**config.mk**
```make
export PLATFORM = sky130hd
export DESIGN_NAME = integer_to_roman_numeral_flat
export DESIGN_NICKNAME = d
export VERILOG_FILES = /design/src/hw/rtl/i2r_pkg.sv /design/src/hw/rtl/i2r_in_if.sv /design/src/hw/rtl/i2r_out_if.sv /design/src/hw/rtl/integer_to_roman_numeral.sv /design/src/hw/rtl/i2r_front.sv /design/src/hw/rtl/i2r_queue.sv /design/src/hw/rtl/i2r_back.sv /design/src/flat_wrapper.sv
export SDC_FILE = /design/constraint.sdc
export NUM_CORES = 1
export LEC_CHECK = 0
export BUFFER_PORTS_ARGS = -buffer_cell sky130_fd_sc_hd__buf_2
export CAP_MARGIN = 20
export CORE_AREA = 5 5 123 125
export DETAILED_ROUTE_END_ITERATION = 6
export DIE_AREA = 0 0 128 130
export GPL_TIMING_DRIVEN = 0
export PLACE_DENSITY_LB_ADDON = 0.25
export SLEW_MARGIN = 20
export SYNTH_ARGS = -nofsm -noshare
export SYNTH_HDL_FRONTEND = slang
export SYNTH_SLANG_ARGS = --single-unit
```
**constraint.sdc**
```tcl
create_clock -name clk -period 35.7 [get_ports clk]
set_input_delay 3.57 -clock clk [delete_from_list [all_inputs] [get_ports clk]]
set_output_delay 3.57 -clock clk [all_outputs]
set_load 0.02 [all_outputs]
```
**src/hw/rtl/i2r_pkg.sv**
```systemverilog
// i2r_pkg: types, symbol codes and digit helpers for the integer to roman numeral block
// used by every module of the block; depends on nothing
package i2r_pkg;

	localparam int VALUE_W = 14;
	localparam int SYM_W = 7;
	localparam int QUEUE_DEPTH_DEF = 2;

	localparam logic [SYM_W-1:0] SYM_NONE = 7'h00;
	localparam logic [SYM_W-1:0] SYM_I = 7'h49;
	localparam logic [SYM_W-1:0] SYM_V = 7'h56;
	localparam logic [SYM_W-1:0] SYM_X = 7'h58;
	localparam logic [SYM_W-1:0] SYM_L = 7'h4C;
	localparam logic [SYM_W-1:0] SYM_C = 7'h43;
	localparam logic [SYM_W-1:0] SYM_D = 7'h44;
	localparam logic [SYM_W-1:0] SYM_M = 7'h4D;

	localparam logic [1:0] PLACE_ONES = 2'd0;
	localparam logic [1:0] PLACE_TENS = 2'd1;
	localparam logic [1:0] PLACE_HUNDREDS = 2'd2;
	localparam logic [1:0] PLACE_THOUSANDS = 2'd3;

	localparam logic [VALUE_W-1:0] UNIT_TH = 14'd1000;
	localparam logic [VALUE_W-1:0] UNIT_HU = 14'd100;
	localparam logic [VALUE_W-1:0] UNIT_TE = 14'd10;
	localparam logic [4:0] MAX_M = 5'd3;

	// one decimal digit per place, index 3 is thousands (already limited to 0..3)
	typedef struct packed {
		logic [3:0][3:0] dig;
	} desc_t;

	typedef struct packed {
		logic [4:0] digit;
		logic [VALUE_W-1:0] rem;
	} dstep_t;

	// restoring divide of a value by a constant unit, quotient below 32
	function automatic dstep_t div_step(input logic [VALUE_W-1:0] r,
		input logic [VALUE_W-1:0] unit);
		logic [VALUE_W:0] acc;
		logic [VALUE_W:0] trial;
		dstep_t res;
		acc = {1'b0, r};
		res.digit = '0;
		for (int k = 4; k >= 0; k--) begin
			trial = {1'b0, unit} << k;
			if (acc >= trial) begin
				acc = acc - trial;
				res.digit[k] = 1'b1;
			end
		end
		res.rem = acc[VALUE_W-1:0];
		return res;
	endfunction

	// number of symbols a digit takes
	function automatic logic [2:0] n_sym(input logic [3:0] d);
		logic [2:0] n;
		case (d) inside
			[4'd1:4'd3]: n = d[2:0];
			4'd4: n = 3'd2;
			[4'd5:4'd8]: n = 3'(d - 4'd4);
			4'd9: n = 3'd2;
			default: n = 3'd0;
		endcase
		return n;
	endfunction

	// symbol at a given position inside one digit's run
	function automatic logic [SYM_W-1:0] sym_at(input logic [3:0] d, input logic [1:0] place,
		input logic [1:0] pos);
		logic [SYM_W-1:0] lo;
		logic [SYM_W-1:0] mi;
		logic [SYM_W-1:0] hi;
		logic [SYM_W-1:0] s;
		case (place)
			PLACE_ONES: begin
				lo = SYM_I; mi = SYM_V; hi = SYM_X;
			end
			PLACE_TENS: begin
				lo = SYM_X; mi = SYM_L; hi = SYM_C;
			end
			PLACE_HUNDREDS: begin
				lo = SYM_C; mi = SYM_D; hi = SYM_M;
			end
			default: begin
				lo = SYM_M; mi = SYM_M; hi = SYM_M;
			end
		endcase
		case (d) inside
			4'd4: s = (pos == 2'd0) ? lo : mi;
			[4'd5:4'd8]: s = (pos == 2'd0) ? mi : lo;
			4'd9: s = (pos == 2'd0) ? lo : hi;
			default: s = lo;
		endcase
		return s;
	endfunction

endpackage

```
**src/hw/rtl/i2r_in_if.sv**
```systemverilog
// i2r_in_if: input channel of the roman numeral block, one integer per transfer
// depends on i2r_pkg
interface i2r_in_if;
	logic valid;
	logic ready;
	logic [i2r_pkg::VALUE_W-1:0] value;

	modport source (output valid, output value, input ready);
	modport sink (input valid, input value, output ready);
endinterface

```
**src/hw/rtl/i2r_out_if.sv**
```systemverilog
// i2r_out_if: result channel of the roman numeral block, one symbol per transfer
// depends on i2r_pkg
interface i2r_out_if;
	logic valid;
	logic ready;
	logic [i2r_pkg::SYM_W-1:0] symbol;
	logic last;
	logic empty_res;

	modport source (output valid, output symbol, output last, output empty_res, input ready);
	modport sink (input valid, input symbol, input last, input empty_res, output ready);
endinterface

```
**src/hw/rtl/integer_to_roman_numeral.sv**
```systemverilog
// Integer to roman numeral converter.
// din carries one unsigned 14-bit value per transfer (valid/ready); dout carries
// the numeral as ASCII symbols (I V X L C D M), most significant first, one per
// transfer, with last set on the final symbol. A thousands digit of 4 or more
// gives no M. A numeral with no symbols comes out as one transfer with symbol 0,
// last 1 and empty_res 1.
// The front takes a value, then works through the thousands, hundreds and tens
// digits, one compare-subtract chain per cycle unless the queue is full, and takes
// no new value until it pushes the descriptor. A queue of QUEUE_DEPTH descriptors
// sits between front and back. The back writes one symbol per cycle, while dout is
// not stalled, into the output register: max(1, symbol count) per value, at most 15.
// A value passes ST_TH, ST_HU, ST_TE, the queue and the output register before dout
// valid rises. When dout stalls the output register holds, the back waits, the queue
// fills and then din deasserts ready. Reset clears the front, queue and output valid.
module integer_to_roman_numeral #(
	parameter int QUEUE_DEPTH = i2r_pkg::QUEUE_DEPTH_DEF
) (
	input logic clk,
	input logic arst_n,
	i2r_in_if.sink din,
	i2r_out_if.source dout
);
	import i2r_pkg::*;

	logic push_valid;
	logic push_ready;
	desc_t push_desc;
	logic head_valid;
	logic pop;
	desc_t head_desc;

	i2r_front u_front (
		.clk(clk),
		.arst_n(arst_n),
		.din(din),
		.push_valid(push_valid),
		.push_ready(push_ready),
		.push_desc(push_desc)
	);

	i2r_queue #(
		.DEPTH(QUEUE_DEPTH)
	) u_queue (
		.clk(clk),
		.arst_n(arst_n),
		.push_valid(push_valid),
		.push_ready(push_ready),
		.push_desc(push_desc),
		.head_valid(head_valid),
		.pop(pop),
		.head_desc(head_desc)
	);

	i2r_back u_back (
		.clk(clk),
		.arst_n(arst_n),
		.head_valid(head_valid),
		.head_desc(head_desc),
		.pop(pop),
		.dout(dout)
	);
endmodule

```
**src/hw/rtl/i2r_front.sv**
```systemverilog
// i2r_front: accepts an integer and splits it into decimal digits, one place per cycle unless the queue is full
// depends on i2r_pkg and i2r_in_if
module i2r_front (
	input logic clk,
	input logic arst_n,
	i2r_in_if.sink din,
	output logic push_valid,
	input logic push_ready,
	output i2r_pkg::desc_t push_desc
);
	import i2r_pkg::*;

	localparam logic [1:0] ST_IDLE = 2'd0;
	localparam logic [1:0] ST_TH = 2'd1;
	localparam logic [1:0] ST_HU = 2'd2;
	localparam logic [1:0] ST_TE = 2'd3;

	logic [1:0] state_q;
	logic [VALUE_W-1:0] rem_q;
	logic [3:0] th_q;
	logic [3:0] hu_q;
	dstep_t step;
	logic [VALUE_W-1:0] unit;

	assign din.ready = (state_q == ST_IDLE);

	always_comb begin
		case (state_q)
			ST_TH: unit = UNIT_TH;
			ST_HU: unit = UNIT_HU;
			default: unit = UNIT_TE;
		endcase
		step = div_step(rem_q, unit);
	end

	assign push_valid = (state_q == ST_TE);
	assign push_desc.dig[3] = th_q;
	assign push_desc.dig[2] = hu_q;
	assign push_desc.dig[1] = step.digit[3:0];
	assign push_desc.dig[0] = step.rem[3:0];

	always_ff @(posedge clk or negedge arst_n) begin
		if (!arst_n) begin
			state_q <= ST_IDLE;
		end else begin
			case (state_q)
				ST_IDLE: if (din.valid) state_q <= ST_TH;
				ST_TH: state_q <= ST_HU;
				ST_HU: state_q <= ST_TE;
				ST_TE: if (push_ready) state_q <= ST_IDLE;
				default: state_q <= ST_IDLE;
			endcase
		end
	end

	always_ff @(posedge clk) begin
		case (state_q)
			ST_IDLE: begin
				if (din.valid) rem_q <= din.value;
			end
			ST_TH: begin
				// thousands of four or more give no M
				th_q <= (step.digit != 5'd0 && step.digit <= MAX_M) ? step.digit[3:0] : 4'd0;
				rem_q <= step.rem;
			end
			ST_HU: begin
				hu_q <= step.digit[3:0];
				rem_q <= step.rem;
			end
			default: begin
			end
		endcase
	end
endmodule

```
**src/hw/rtl/i2r_queue.sv**
```systemverilog
// i2r_queue: short queue of digit descriptors between front and back
// depends on i2r_pkg
module i2r_queue #(
	parameter int DEPTH = i2r_pkg::QUEUE_DEPTH_DEF
) (
	input logic clk,
	input logic arst_n,
	input logic push_valid,
	output logic push_ready,
	input i2r_pkg::desc_t push_desc,
	output logic head_valid,
	input logic pop,
	output i2r_pkg::desc_t head_desc
);
	import i2r_pkg::*;

	localparam int PW = $clog2(DEPTH);
	localparam int CW = $clog2(DEPTH + 1);
	localparam logic [PW-1:0] LAST_PTR = PW'(DEPTH - 1);
	localparam logic [CW-1:0] FULL_CNT = CW'(DEPTH);

	desc_t entries_q [DEPTH];
	logic [PW-1:0] wr_ptr_q;
	logic [PW-1:0] rd_ptr_q;
	logic [CW-1:0] count_q;
	logic do_push;
	logic do_pop;

	assign push_ready = (count_q != FULL_CNT);
	assign head_valid = (count_q != '0);
	assign head_desc = entries_q[rd_ptr_q];
	assign do_push = push_valid && push_ready;
	assign do_pop = pop && head_valid;

	always_ff @(posedge clk or negedge arst_n) begin
		if (!arst_n) begin
			wr_ptr_q <= '0;
			rd_ptr_q <= '0;
			count_q <= '0;
		end else begin
			if (do_push) wr_ptr_q <= (wr_ptr_q == LAST_PTR) ? '0 : wr_ptr_q + 1'b1;
			if (do_pop) rd_ptr_q <= (rd_ptr_q == LAST_PTR) ? '0 : rd_ptr_q + 1'b1;
			if (do_push && !do_pop) count_q <= count_q + 1'b1;
			else if (do_pop && !do_push) count_q <= count_q - 1'b1;
		end
	end

	always_ff @(posedge clk) begin
		if (do_push) entries_q[wr_ptr_q] <= push_desc;
	end
endmodule

```
**src/hw/rtl/i2r_back.sv**
```systemverilog
// i2r_back: expands the queue head into roman symbols, one per cycle unless dout stalls, into an output register
// depends on i2r_pkg and i2r_out_if
module i2r_back (
	input logic clk,
	input logic arst_n,
	input logic head_valid,
	input i2r_pkg::desc_t head_desc,
	output logic pop,
	i2r_out_if.source dout
);
	import i2r_pkg::*;

	logic started_q;
	logic [3:0] mask_q;
	logic [1:0] pos_q;
	logic out_valid_q;
	logic [SYM_W-1:0] sym_q;
	logic last_q;
	logic empty_q;

	logic [3:0] nz;
	logic [3:0] cur_mask;
	logic [1:0] place;
	logic [3:0] cur_dig;
	logic [2:0] n_cur;
	logic digit_done;
	logic [3:0] rest;
	logic is_empty;
	logic is_last;
	logic emit;

	always_comb begin
		for (int p = 0; p < 4; p++) nz[p] = (n_sym(head_desc.dig[p]) != 3'd0);
		cur_mask = started_q ? mask_q : nz;
		if (cur_mask[3]) place = PLACE_THOUSANDS;
		else if (cur_mask[2]) place = PLACE_HUNDREDS;
		else if (cur_mask[1]) place = PLACE_TENS;
		else place = PLACE_ONES;
		cur_dig = head_desc.dig[place];
		n_cur = n_sym(cur_dig);
		digit_done = (({1'b0, pos_q} + 3'd1) == n_cur);
		rest = cur_mask & ~(4'b0001 << place);
		is_empty = (cur_mask == 4'd0);
		is_last = is_empty || (digit_done && rest == 4'd0);
	end

	assign emit = head_valid && (!out_valid_q || dout.ready);
	assign pop = emit && is_last;

	assign dout.valid = out_valid_q;
	assign dout.symbol = sym_q;
	assign dout.last = last_q;
	assign dout.empty_res = empty_q;

	always_ff @(posedge clk or negedge arst_n) begin
		if (!arst_n) begin
			started_q <= 1'b0;
			mask_q <= '0;
			pos_q <= '0;
			out_valid_q <= 1'b0;
		end else begin
			if (emit) begin
				out_valid_q <= 1'b1;
				if (is_last) begin
					started_q <= 1'b0;
					pos_q <= '0;
				end else if (digit_done) begin
					started_q <= 1'b1;
					mask_q <= rest;
					pos_q <= '0;
				end else begin
					started_q <= 1'b1;
					mask_q <= cur_mask;
					pos_q <= pos_q + 1'b1;
				end
			end else if (dout.ready) begin
				out_valid_q <= 1'b0;
			end
		end
	end

	always_ff @(posedge clk) begin
		if (emit) begin
			sym_q <= is_empty ? SYM_NONE : sym_at(cur_dig, place, pos_q);
			last_q <= is_last;
			empty_q <= is_empty;
		end
	end
endmodule
```
**src/flat_wrapper.sv**
```systemverilog
// flat-port wrapper written by rule: the top's interface ports become plain ports
module integer_to_roman_numeral_flat import i2r_pkg::*;
#(
	parameter int QUEUE_DEPTH = i2r_pkg::QUEUE_DEPTH_DEF
)
  (clk, arst_n, din_valid, din_value, din_ready, dout_valid, dout_symbol, dout_last, dout_empty_res, dout_ready);
  i2r_in_if din_i ();
  i2r_out_if dout_i ();
  input logic clk;
  input logic arst_n;
  input wire logic [$bits(din_i.valid)-1:0] din_valid;
  input wire logic [$bits(din_i.value)-1:0] din_value;
  output wire logic [$bits(din_i.ready)-1:0] din_ready;
  output wire logic [$bits(dout_i.valid)-1:0] dout_valid;
  output wire logic [$bits(dout_i.symbol)-1:0] dout_symbol;
  output wire logic [$bits(dout_i.last)-1:0] dout_last;
  output wire logic [$bits(dout_i.empty_res)-1:0] dout_empty_res;
  input wire logic [$bits(dout_i.ready)-1:0] dout_ready;
  assign din_i.valid = din_valid;
  assign din_i.value = din_value;
  assign din_ready = din_i.ready;
  assign dout_valid = dout_i.valid;
  assign dout_symbol = dout_i.symbol;
  assign dout_last = dout_i.last;
  assign dout_empty_res = dout_i.empty_res;
  assign dout_i.ready = dout_ready;
  integer_to_roman_numeral #(.QUEUE_DEPTH(QUEUE_DEPTH)) u_core (.clk(clk), .arst_n(arst_n), .din(din_i), .dout(dout_i));
endmodule
```
==> results by group <==
Outcome
  – Status: finished, final reports clean

Global route
  – Vias in the first global route: 5,825
  – Initial antenna violation count: 0
  – Largest net degree at the start of global routing: 18
  – Global-route wire length before repair: 30,500 um
  – Grt ovf: 0
  – All-Layer GR Usage: 0.228

Worst setup path
  – Arrival @ worst endpoint: 15,330 ps
  – Largest stage delay, worst path: 740 ps
  – WS Path Type: reg2reg
  – Slowest CP cell: a2111oi_4
  – CP Launch Type: flip-flop
  – Worst Setup End Kind: flip-flop
  – CP most frequent cell: nand2_1
  – Largest fanout on the critical path: 12
  – CP Data Required Time: 35,780 ps

Placement
  – Port Buf Inserts: 27
  – GP Congestion: 0.964
  – Post-DP HPWL: 14,600 um
  – Post-Place Cell Area: 7290 um^2

Job
  – # Max-Cap Violations: 0

Clocking
  – TritonCTS Buffers: 9
  – Post-CTS setup buffer count: 0
  – Hold_buf cts: 0
  – Clock buffer depth: 2
  – CTS tree: done
  – Cts repair resizes: 0
  – CTS H-Tree Depth: 3
  – Clock slew at reported path FFs: 60 ps
  – Clk sinks: 76
  – Root Buffer: clkbuf_16
  – Clock latency on the worst-skew pair: 330 ps

Yosys
  – Post-synthesis sequential area ratio: 0.320
  – Synthesized area: 6910 um^2
  – Post-synth top flop: edfxtp_1
  – Synth top area share: 0.269
  – Syn Area/Cell: 9.07 um^2
  – Post-synth EDFFs: 62
  – Seq cells post-synth: 76
  – Synth area leader: edfxtp_1
  – Cells after Synth: 762
  – Top cells by area, synth: edfxtp_1 (27%), ha_1 (7.6%), dfrtp_1 (5.1%)
  – Yosys Warn Count: 0
  – Asr flop ratio synth: 0.184
  – Netlist cell types: 88

Finish
  – Most frequent cells in the layout: nand2_1 (74), edfxtp_1 (62), nor2_1 (55)
  – Commonest non-fill, non-tap cell in the layout: nand2_1
  – Fin area: 7630 um^2
  – Layout cells sized above 1: 0.119
  – Layout Nets: 868
  – Fillcell total: 1,239
  – Area Growth Syn to Fin: 10.4%
  – Area of the multi-input gates: 4440 um^2
  – Antenna Cells: 0
  – Register area: 2210 um^2

Timing
  – Clock Skews: 9.31 ps
  – Final min period: 15,250 ps
  – Tcrit/Tclk final: 0.427
  – Worst Tran Pin Value: 994 ps
  – Rel. slew slack: 0.332
  – Hold Vio Cnt, Final: 0
  – Post-route setup TNS: 0 ps
  – WHS: 435 ps
  – Max Slew Vio Count: 0
  – Final setup viols: 0
  – RSZ-0062 raised after global routing: false
  – Maximum clock rate: 65.6 MHz

Drt
  – First-pass iteration count of the detailed router: 5
  – Vias per inst: 6.32
  – Routed WL: 19,000 um
  – # DRC: 0
  – DRT iter0 DRCs: 678
  – Routed Antenna Nets: 0
  – Wire length per cell: 19.3 um
  – Vias: 6,243

Floorplanning
  – Row Count: 43
  – Top Ports: 29
  – Core area: 13,800 um^2
  – Die area: 16,600 um^2
  – Height of the die: 130 um
  – Initial Util: 0.502
  – DIE WIDTH: 128 um

Hold path
  – Hold Crit Class: reg2reg
-- routing by layer --
layer | track usage | up-vias | part of all wire
met4 | 0.0524 | 0 | 0.017
met3 | 0.0315 | 34 | 0.069
li1 | - | 2958 | -
met5 | 0 | - | 0
met2 | 0.363 | 241 | 0.45
met1 | 0.332 | 3010 | 0.46
-- critical path, delay by kind of cell, from the launching register on --
family	cells	cell delay, ps
AOI/OAI and AO/OA	19	4750
DFF	1	440
muxes	4	1090
xor gates and xnor gates	2	430
buffers and inverters	11	2730
adders and majority gates	6	2410
and+or+nand+nor	15	3110
-- sequential cells by signal, indices dropped and copies added, names as in the netlist, 2 cells and up, named ones only --
register / flops
u_core.u_queue.count_q: 2
u_core.u_front.hu_q: 4
u_core.u_back.mask_q: 4
u_core.u_queue.entries_q: 32
u_core.u_front.rem_q: 13
u_core.u_back.dout.symbol: 6
u_core.u_front.th_q: 4
u_core.u_front.state_q: 2
u_core.u_back.pos_q: 2
-- kinds of logic after synthesis --
group                    count (synthesis)  synth area share
AO/OA/AOI/OAI                          223             0.229
XOR/XNOR                                48            0.0628
adder cells (fa/ha/maj)                 47            0.0905
buffers and inverters                   65            0.0398
flip-flops                              76             0.320
multiplexers                            39            0.0617
other                                    1          0.000542
AND/OR/NAND/NOR                        263             0.196
-- path summary, 6_finish.rpt --
kind | from | endpoint | slack [ps] | cells after the start
worst max-delay path | u_core.u_front.state_q[0] | u_core.u_front.rem_q[2] | 20450 | 57
worst min-delay path | u_core.u_front.th_q[3] | u_core.u_queue.entries_q[1][15] | 440 | 0
worst max register to register | u_core.u_front.state_q[0] | u_core.u_front.rem_q[2] | 20450 | 57
worst min register to register | u_core.u_front.th_q[3] | u_core.u_queue.entries_q[1][15] | 440 | 0
max in group asynchronous | arst_n | u_core.u_back.dout.valid | 32310 | 1
min in group asynchronous | arst_n | u_core.u_queue.count_q[1] | 3140 | 1
-- synthesized netlist by cell type, types with 6 or more instances --
cell,instances
nand2_1,74
edfxtp_1,62
nor2_1,56
a21oi_1,51
ha_1,42
inv_1,38
o21ai_0,34
xnor2_1,29
nand3_1,26
mux2i_1,22
a21o_1,19
nor3_1,18
xor2_1,18
a31oi_1,16
clkbuf_1,16
dfrtp_1,14
mux2_2,12
nand2b_1,10
nand4_1,10
nor2b_1,10
o211ai_1,9
and3_1,8
a211oi_1,7
nor4_1,7
o31ai_1,7
or3_1,7
a211o_1,6
and2_1,6
and4_1,6
or2_2,6
-- metrics by stage --
stage / setup WS [ps] / cells / utilization
final: 20450 / 988 / 0.554
after detailed placement: 20610 / 972 / 0.529
after CTS: 20580 / 988 / 0.554
after global placement: 20940 / 971 / 0.529
after floorplan: 23330 / 764 / -
after global routing: 19340 / 988 / 0.554
-- final cells by class --
cell class,count,share of cell area
Timing Repair Buffer,28,0.0187
Inverter,40,0.0200
Tap cell,180,0.0295
Clock buffer,12,0.0323
Clock inverter,4,0.0128
Sequential cell,76,0.290
Buffer,25,0.0161
Multi-Input combinational cell,623,0.581
Power is not shown: default switching activity piles up to over one toggle a cycle in this logic, so the estimate is an artifact.
